**config.mk**
```make
export PLATFORM = sky130hd
export DESIGN_NAME = isru_sqrt_cell
export DESIGN_NICKNAME = d
export VERILOG_FILES = /design/src/rtl/isru_sqrt_cell.sv
export SDC_FILE = /design/constraint.sdc
export NUM_CORES = 1
export LEC_CHECK = 0
export BUFFER_PORTS_ARGS = -buffer_cell sky130_fd_sc_hd__buf_2
export CORE_ASPECT_RATIO = 1.4
export CORE_UTILIZATION = 23
export DETAILED_ROUTE_END_ITERATION = 8
export HOLD_SLACK_MARGIN = 0.08
export SLEW_MARGIN = 25
export SYNTH_ARGS = -nofsm -noshare
export SYNTH_HDL_FRONTEND = slang
export SYNTH_SLANG_ARGS = --single-unit
```
**constraint.sdc**
```tcl
create_clock -name clk -period 0.8 [get_ports clk]
set_input_delay 0.12 -clock clk [delete_from_list [all_inputs] [get_ports clk]]
set_output_delay 0.12 -clock clk [all_outputs]
set_load 0.05 [all_outputs]
```
**src/rtl/isru_sqrt_cell.sv**
```systemverilog
`timescale 1ns / 1ps
// ----------------------------------------------------------------------------
// isru_sqrt_cell
// One restoring square-root step: takes two radicand bits, yields one root bit.
// ----------------------------------------------------------------------------
module isru_sqrt_cell #(
	parameter int QW = 31,
	parameter int SW = 1
) (
	input  logic          clk,
	input  logic          arst_n,
	input  logic          en,
	input  logic          in_vld,
	input  logic [1:0]    in_pair,
	input  logic [QW+2:0] in_rem,
	input  logic [QW-1:0] in_root,
	input  logic [SW-1:0] in_side,
	output logic          out_vld,
	output logic [QW+2:0] out_rem,
	output logic [QW-1:0] out_root,
	output logic [SW-1:0] out_side
);

	localparam int RW = QW + 3;

	logic [RW-1:0] t_rem;
	logic [RW-1:0] trial;
	logic          ge;

	always_comb begin
		t_rem = {in_rem[RW-3:0], in_pair};
		trial = RW'({in_root, 2'b01});
		ge    = t_rem >= trial;
	end

	always_ff @(posedge clk or negedge arst_n) begin
		if (!arst_n) begin
			out_vld <= 1'b0;
		end else if (en) begin
			out_vld <= in_vld;
		end
	end

	always_ff @(posedge clk) begin
		if (en) begin
			out_rem  <= ge ? t_rem - trial : t_rem;
			out_root <= {in_root[QW-2:0], ge};
			out_side <= in_side;
		end
	end

endmodule

```
==> results.md <==
- Max Freq: 461 MHz
- Number of fill cells in the layout: 1694
- Leak Pwr: 3.75 nW
- Crit path buf inv count: 4
- Wire length on met3: 417 um
- Total Die Area: 19500 um^2
- Ports placed on the boundary: 139
- Delay-heaviest family, CP: compound AO/OA/AOI/OAI gates
- Remaining routing DRC violations: 0
- Buffers on Ports: 136
- Endpoint of the lowest-slack register-to-register path: out_vld
- Setup slack at placement: -1.88 ns
- Worst Path Class, Setup: in -> reg
- Setup Skew: 0 ns
- Final HPWL from detailed placement: 10.5 mm
- Highest fanout seen on the critical path: 4
- Crit start category: primary input
- Wire length of the first global-routing pass: 23.4 mm
- Slew at the pin closest to its max-slew limit: 0.399 ns
- Multi-input logic area: 3000 um^2
- Detail-routed net length per standard cell: 14.4 um
- Setup crit end kind: flop
- FP Rows: 59
- Num CTS Buffers: 9
- FF-to-FF setup slack: 0.01 ns
- Routed metal-1 wirelength: 5.84 mm
- Arrival time reported for the critical path endpoint: 2.26 ns
- Setup WS post-layout: -1.37 ns
- Post-route ant nets: 0
- Max-cap violation count: 0
- Post-synthesis cell type count: 57
- Most frequently used flop master after synthesis: edfxtp_1
- Overall routed net length: 14.5 mm
- Sequential share of the synthesized area: 46.0%
- Chain of cells forming the critical path: buf_6, inv_4, ha_4, a2111oi_4, buf_4, o21ai_4, a31oi_4, buf_6, nor2_2, or3_1, a21oi_2, xor2_1, o21ai_1
- Post-synth design cell area: 4360 um^2
- Top sig layer: met4
- Buffer depth of the longest clock path: 2
- Final-stage net count: 868
- 1st-pass router iterations: 5
- Logic depth of the worst setup path including buffers: 13
- Mean post-synth cell area: 9.94 um^2
- Number of nets in the synthesized netlist: 544
- Total negative setup slack: -56.61 ns
- Total grt overflow: 0
- Most common cell on crit path: buf_6
- Number of antenna repair diodes: 0
- Via count: 4464
- Area growth from synthesis to layout: 104%
- Met2 wirelength from detailed routing: 8.00 mm
- CTS tree: built
- Starting Density: 23.5%
- Count of cells along the worst register-to-register path: 1
- Slew Limit Headroom: 73.2%
- Clock latency at the later pin of the worst-skew pair: 0.33 ns
- Pin count of the biggest net entering global routing: 19
- Placer's final routability congestion estimate: 0.823
- Vias per Instance: 4.41
- Vias in the first global route: 4752
- Worst Setup SP: in_root[2]
- Placed instance area: 6600 um^2
- Die extent in x: 118 um
- CP peak stage delay: 0.38 ns
- Fraction of the cycle the final worst path needs: 271%
- Slew Viols, Final: 0
- Number of clock sinks seen by CTS: 67
- CP max stage cell: or3_1
- Reg-to-reg startpoint: out_vld
- Number of antenna violations at the first check in global routing: 0
- Ys Warns: 0
- Required time at the worst-slack endpoint: 0.89 ns
- Final standard cell area without fillers: 8900 um^2
- Root buffer cell: clkbuf_16
- Highest-count cells in the layout ignoring fill and taps: buf_4, buf_6, edfxtp_1, buf_2, dlygate4sd3_1
- Count of flip-flops with a built-in enable after synthesis: 66
- Global-route usage over all layers: 15.4%
- Power density over cell area: 1720 nW/um^2
- Async S/R FF share, synth: 1.49%
- Hold Violations, Final: 0
- Post-Syn Instances: 439
- Fraction of final layout cells with drive strength greater than 1: 59.0%
- Detailed Route Iter0 Violations: 150
- Most common cell after layout, fill and taps aside: buf_4
- Path class of the lowest-slack min-delay path: in -> async
- Violated checks: setup timing
- Minimum period implied by the final worst setup slack: 2.17 ns
- Result of the run: finished, violations left
- Flip-flop and latch count after synthesis: 67
- H-tree levels: 3
- Crit path capture: out_rem[13]
- Die Ht: 165 um
- Unrepaired setup endpoints after global routing: true
- Core area: 18600 um^2
- Final setup vio count: 102
- Worst supply voltage drop on vdd: 0.742 mV
- Area occupied by registers: 2010 um^2
- Clock-pin slew of the registers on the worst-case setup and hold paths: 0.05 ns
[worst min path at each step]
stage / start / endpoint / slack (ns) / cells past startpoint
final: arst_n / out_vld / 0.09 / 2
after global routing: arst_n / out_vld / 0.09 / 2
after CTS: arst_n / out_vld / 0.08 / 2
after detailed placement: arst_n / out_vld / -0.10 / 1
after global placement: arst_n / out_vld / -0.11 / 1
after floorplan: arst_n / out_vld / -0.18 / 0
[repair_timing]
action,CTS,global route
resized for setup,315,25
endpoints found under the setup margin,102,103
cloned,4,0
hold buffers,34,0
pin swaps,60,20
buffers inserted,26,2
hold endpoints to repair,34,0
[per-layer routing]
layer	track usage (%)	up-vias
li1	-	2248
met1	17.0	2108
met2	29.7	92
met3	2.35	16
met4	5.52	0
met5	0	-
[stage by stage]
step                      util, %  hold WS (ns)  power (mW)  cells
final                        47.8        0.0860        15.3   1012
after global routing         47.8        0.0886        16.0   1012
after CTS                    47.1        0.0826        15.3   1011
after detailed placement     35.5        -0.104        9.80    932
after global placement       35.5        -0.105        9.77    932
after floorplan                 -        -0.176        7.98    439
[registers in the layout (all words and copies together), names as in the netlist]
| signal | cells |
|---|---|
| out_rem | 34 |
| out_root | 31 |
| out_side | 1 |
| out_vld | 1 |
[power by group]
| group | switching (mW) | internal, mW |
|---|---|---|
| logic | 3.72 | 3.37 |
| registers | 0.198 | 4.41 |
| clock network | 1.44 | 2.17 |
[synthesized netlist by cell type, types with 2 or more instances]
master | number | area, um^2
o31ai_1 | 2 | 15.0
a31oi_1 | 6 | 37.5
nor2b_1 | 7 | 43.8
o41ai_1 | 2 | 17.5
ha_1 | 33 | 413
nand2b_1 | 5 | 31.3
buf_2 | 5 | 25.0
o211ai_1 | 4 | 30.0
a21o_1 | 6 | 45.0
nor2_1 | 47 | 176
buf_4 | 2 | 15.0
a2111oi_2 | 3 | 45.0
edfxtp_1 | 66 | 1980
nand3_1 | 9 | 45.0
o21ai_1 | 7 | 35.0
nand2_1 | 22 | 82.6
a211o_1 | 2 | 17.5
a21oi_1 | 53 | 265
nor3_1 | 8 | 40.0
or3_1 | 2 | 12.5
a211oi_1 | 2 | 15.0
clkbuf_1 | 8 | 30.0
and3_1 | 3 | 18.8
inv_1 | 42 | 158
o21ai_0 | 18 | 90.1
nor4_1 | 3 | 18.8
xor2_1 | 13 | 114
nand4_1 | 8 | 50.1
xnor2_1 | 17 | 149
mux2_2 | 3 | 33.8
a21boi_0 | 2 | 15.0
o21bai_1 | 4 | 30.0
[final cells by class]
| type | count | area share [%] |
|---|---|---|
| Timing Repair Buffer | 329 | 35.0 |
| Multi-Input combinational cell | 312 | 33.8 |
| Inverter | 44 | 2.31 |
| Clock buffer | 13 | 2.81 |
| Clock inverter | 3 | 0.169 |
| Tap cell | 244 | 3.43 |
| Sequential cell | 67 | 22.6 |
[cell families after synthesis]
kind of cell	count (synthesis)	share of synthesized area, %
fa+ha+maj	33	9.46
buf+inv	60	5.65
xor+xnor	30	6.02
flops	67	46.0
simple gates	124	14.1
compound gates	122	18.0
mux	3	0.774
Note: power is estimated with default switching activity, not from simulation.
