--- src/rtl/isru_div_cell.sv ---
`timescale 1ns / 1ps
// ----------------------------------------------------------------------------
// isru_div_cell
// One restoring division step: shifts in one dividend bit, yields one quotient bit.
// ----------------------------------------------------------------------------
module isru_div_cell #(
	parameter int DW = 31,
	parameter int QW = 16,
	parameter int SW = 1
) (
	input  logic          clk,
	input  logic          arst_n,
	input  logic          en,
	input  logic          in_vld,
	input  logic          in_bit,
	input  logic [DW:0]   in_rem,
	input  logic [DW-1:0] in_dvs,
	input  logic [QW-1:0] in_quo,
	input  logic [SW-1:0] in_side,
	output logic          out_vld,
	output logic [DW:0]   out_rem,
	output logic [DW-1:0] out_dvs,
	output logic [QW-1:0] out_quo,
	output logic [SW-1:0] out_side
);

	logic [DW:0] t_rem;
	logic [DW:0] dvs_x;
	logic        ge;

	always_comb begin
		t_rem = {in_rem[DW-1:0], in_bit};
		dvs_x = {1'b0, in_dvs};
		ge    = t_rem >= dvs_x;
	end

	always_ff @(posedge clk or negedge arst_n) begin
		if (!arst_n) begin
			out_vld <= 1'b0;
		end else if (en) begin
			out_vld <= in_vld;
		end
	end

	always_ff @(posedge clk) begin
		if (en) begin
			out_rem  <= ge ? t_rem - dvs_x : t_rem;
			out_dvs  <= in_dvs;
			out_quo  <= {in_quo[QW-2:0], ge};
			out_side <= in_side;
		end
	end

endmodule

--- config.mk ---
export PLATFORM = sky130hd
export DESIGN_NAME = isru_div_cell
export DESIGN_NICKNAME = d
export VERILOG_FILES = /design/src/rtl/isru_div_cell.sv
export SDC_FILE = /design/constraint.sdc
export NUM_CORES = 1
export LEC_CHECK = 0
export BUFFER_PORTS_ARGS = -buffer_cell sky130_fd_sc_hd__buf_4
export CAP_MARGIN = 20
export CELL_PAD_IN_SITES_DETAIL_PLACEMENT = 1
export CELL_PAD_IN_SITES_GLOBAL_PLACEMENT = 2
export CORE_ASPECT_RATIO = 0.75
export CORE_MARGIN = 3
export CORE_UTILIZATION = 34
export DETAILED_ROUTE_END_ITERATION = 10
export PLACE_DENSITY_LB_ADDON = 0.2
export SETUP_SLACK_MARGIN = 0.02
export SLEW_MARGIN = 20
export SYNTH_ARGS = -nofsm -noshare
export SYNTH_HDL_FRONTEND = slang
export SYNTH_SLANG_ARGS = --single-unit
--- constraint.sdc ---
create_clock -name clk -period 1.8 [get_ports clk]
set_input_delay 0.18 -clock clk [delete_from_list [all_inputs] [get_ports clk]]
set_output_delay 0.18 -clock clk [all_outputs]
set_load 0.03 [all_outputs]
==> metrics.txt <==
run status=finished, violations left; failing checks=negative setup slack; leakage power summed over all cells=roughly 3.8 nW; met2 global-route usage=39.18%; first-pass GRT wire length=between 20000 and 30000 µm; Post-DRT Antenna Nets=0; mean instance size in the synthesized netlist=approximately 11 µm²; Worst path most repeated cell=sky130_fd_sc_hd__a21oi_4; Maximum Capacitance Violations=0; synth top area cells=sky130_fd_sc_hd__edfxtp_1 (48%), sky130_fd_sc_hd__ha_1 (7.8%), sky130_fd_sc_hd__o21ai_2 (4.9%), sky130_fd_sc_hd__nand2_2 (3.5%), sky130_fd_sc_hd__a21oi_1 (3.0%); number of fillers in the final layout=between 1500 and 2000; Multi-input gate area=~2700 µm²; total number of nets in the final design=~900; cell type with the largest total area after synthesis=sky130_fd_sc_hd__edfxtp_1; total number of clock tree sinks=81; Tot GR Track Use=a little under a quarter; portion of synthesized cell area occupied by the leading cell type=roughly half; share of post-route cells with drive strength above 1=between 50 and 60%; Post-synth EDFFs=80; total length of routed wires=between 15000 and 20000 µm; DIE AREA=16170 µm²; VDD IR-drop max=roughly 700 µV; most numerous cell types in the synthesized netlist=sky130_fd_sc_hd__edfxtp_1 (80), sky130_fd_sc_hd__inv_1 (38), sky130_fd_sc_hd__ha_1 (31); number of synthesized register bits=81; sequential-to-total area share from yosys stat=between 40% and 50%; number of antenna violations at the first check in global routing=0; Synthesized Nets=approximately 570; final count of negative-setup-slack endpoints=33; Port Buffer Count=163; worst hold-check path type=in2reg; effective utilization at floorplan=about 36%; data arrival time at the worst-slack endpoint=2.35 ns; drc violations=0; largest net degree at the start of global routing=32; met3 layer usage reported by global route=4.618%; placed wire-length estimate after detailed placement=14090 µm; root cell of the clock tree=sky130_fd_sc_hd__clkbuf_16; Post-synth top flop=sky130_fd_sc_hd__edfxtp_1; Initial DRC Count=roughly 210; most congested layer reported by global routing=met2; Gate Count Post-Synth=roughly 450; total number of placement rows=37; biggest fanout along the worst timing path=8; proportion of register bits with asynchronous set or reset after synthesis=under 10%; number of buffers inserted during clock tree synthesis=9; CP Launch Type=input port; total congestion overflow after global routing=0; critical path's top delay family=compound AO/OA/AOI/OAI gates; slew at the pin closest to its max-slew limit=0.4664 ns; cell area after layout=approximately 8600 µm²; crit path kind=in2reg; Bufs on Longest Clock Path=2; worst relative slew slack=between 60 and 70%; CP Capture Type=register; number of primary I/O pins=166; GRT met1 Usage=between 30% and 40%; sequence of cells on the critical path=buf_12, inv_12, ha_4, a21o_4, a221oi_4, o21ai_2, a21oi_4, o211ai_4, a21oi_4, buf_6, mux2_4; placement-stage cell area=7540 µm²; post-synth cell types=60; power density over cell area=roughly 840 nW/µm²; launch point of the worst reg-to-reg path=out_vld$_DFFE_PN0P_; Syn-to-layout area delta=72.19%; worst setup path startpoint=in_dvs[19]; maximum single-stage delay on the critical path=~0.38 ns; unrepaired setup endpoints after global routing=true; average wire per standard cell=19.64 µm; Syn Std Cell Area=approximately 5000 µm²; area occupied by registers=~2400 µm²; number of global-route vias before repair=5295; count of vias placed by the detailed router=approximately 4800; Final Hold Viols=0; PnR worst setup slack=-0.4467 ns; clock slew at the register clock pins of the worst setup and hold paths=0.07 ns; shortest period the worst path allows=2.247 ns; worst hold margin=about 0.0086 ns; start point of the worst hold path=in_dvs[5]; ant diodes=0; Die Y=between 100 and 150 µm; Buf+Inv Stages, Crit Path=3; H-tree lvl count=3; routability congestion estimate from global placement=0.8778; DIE WIDTH=around 150 µm; share of the clock period used by the worst path=124.8%; most frequently used cell type in the post-synthesis netlist=sky130_fd_sc_hd__edfxtp_1; slowest library cell on the worst path=sky130_fd_sc_hd__a21oi_4; Layout Skew=0 ns; yosys synthesis warning count=0; Final Max Tran Viols=0; detail-routed via count per cell=approximately 5; Clock Latency Late Sink=about 0.35 ns; critical path data required time=1.90 ns; Pre-antenna DRT Iters=5; Core ar.=~14000 µm²; CTS tree=built; maximum frequency from static timing analysis=between 0.4 and 0.5 GHz
-- cells by family after synthesis --
| logic type | share of synthesized area, % |
|---|---|
| AOI/OAI and AO/OA | 18.50 |
| buffers and inverters | 5.698 |
| and+or+nand+nor | 13.68 |
| adders and majority gates | 8.183 |
| muxes | 0.6777 |
| xor gates and xnor gates | 4.568 |
| DFF | 48.69 |
-- layer usage --
metal | vias to the layer above | part of all wire, %
met5 | - | 0
met4 | 0 | 1.2
met3 | 16 | 5.2
met2 | 157 | 49
met1 | 2353 | 45
li1 | 2313 | -
-- final timing paths --
path / to / slack [ns] / cells after the start
hold reg to reg: out_vld$_DFFE_PN0P_ / 0.52 / 1
max in group asynchronous: out_vld$_DFFE_PN0P_ / 1.56 / 2
setup reg to reg: out_vld$_DFFE_PN0P_ / 1.05 / 1
min in group asynchronous: out_vld$_DFFE_PN0P_ / 0.16 / 2
setup / recovery: out_rem[17]$_DFFE_PP_ / -0.45 / 11
hold / removal: out_dvs[5]$_DFFE_PP_ / 0.009 / 1
-- per-stage QoR --
step | power, mW | utilization (%) | setup TNS (ns) | setup slack, ns | std cells
3_3_place_gp | 4.773 | 53.75 | -24.96 | -0.8220 | 930
5_1_grt | 7.523 | 61.19 | -15.13 | -0.5170 | 982
6_report | 7.215 | 61.19 | -12.30 | -0.4467 | 982
2_1_floorplan | 3.742 | - | -14.93 | -0.5731 | 449
4_1_cts | 7.146 | 59.76 | -11.91 | -0.4043 | 974
3_5_place_dp | 4.839 | 53.75 | -27.50 | -0.8906 | 930
-- registers in the layout (all words and copies together), names as in the netlist --
register and flops:
out_rem 32, out_vld 1, out_dvs 31, out_side 1
out_quo 16
-- cell type report --
cell class,count,share of cell area (%)
clock buffers,9,2.624
clock inverters,7,1.268
inverters,39,2.085
multi-input cells,314,31.44
flip-flops and latches,81,28.28
well taps,195,2.843
repair buffers,337,31.46
-- report_power, final --
group	switching [mW]	total, mW	internal [mW]
clock network	0.872	2.12	1.25
registers	0.0720	2.40	2.33
logic	1.46	2.69	1.23
total	2.40	7.21	4.81
-- what timing repair did --
action / in CTS / in global routing
endpoints found under the setup margin: 33 / 33
resized for setup: 48 / 29
pin swaps: 23 / 29
hold buffers: 16 / 1
buffers inserted: 12 / 9
gates cloned: 1 / 1
hold endpoints to repair: 16 / 1
-- placed cells by master, fill, tap and decap left out, drive strengths merged, types with 2 or more instances in the layout --
master / instances
o21ai: 49
o21bai: 3
buf: 319
and3: 7
bufinv: 2
nor3: 7
a211oi: 6
nand2: 55
clkbuf: 10
xnor2: 17
ha: 31
nand2b: 5
o21a: 4
inv: 43
dlygate4sd3: 17
nor2b: 6
mux2: 3
edfxtp: 80
o41ai: 4
a21oi: 33
and2: 2
nor2: 22
o211ai: 4
a21o: 8
nand4: 7
nor4: 3
xor2: 9
nand3: 11
(Power assumes the default switching activity.)
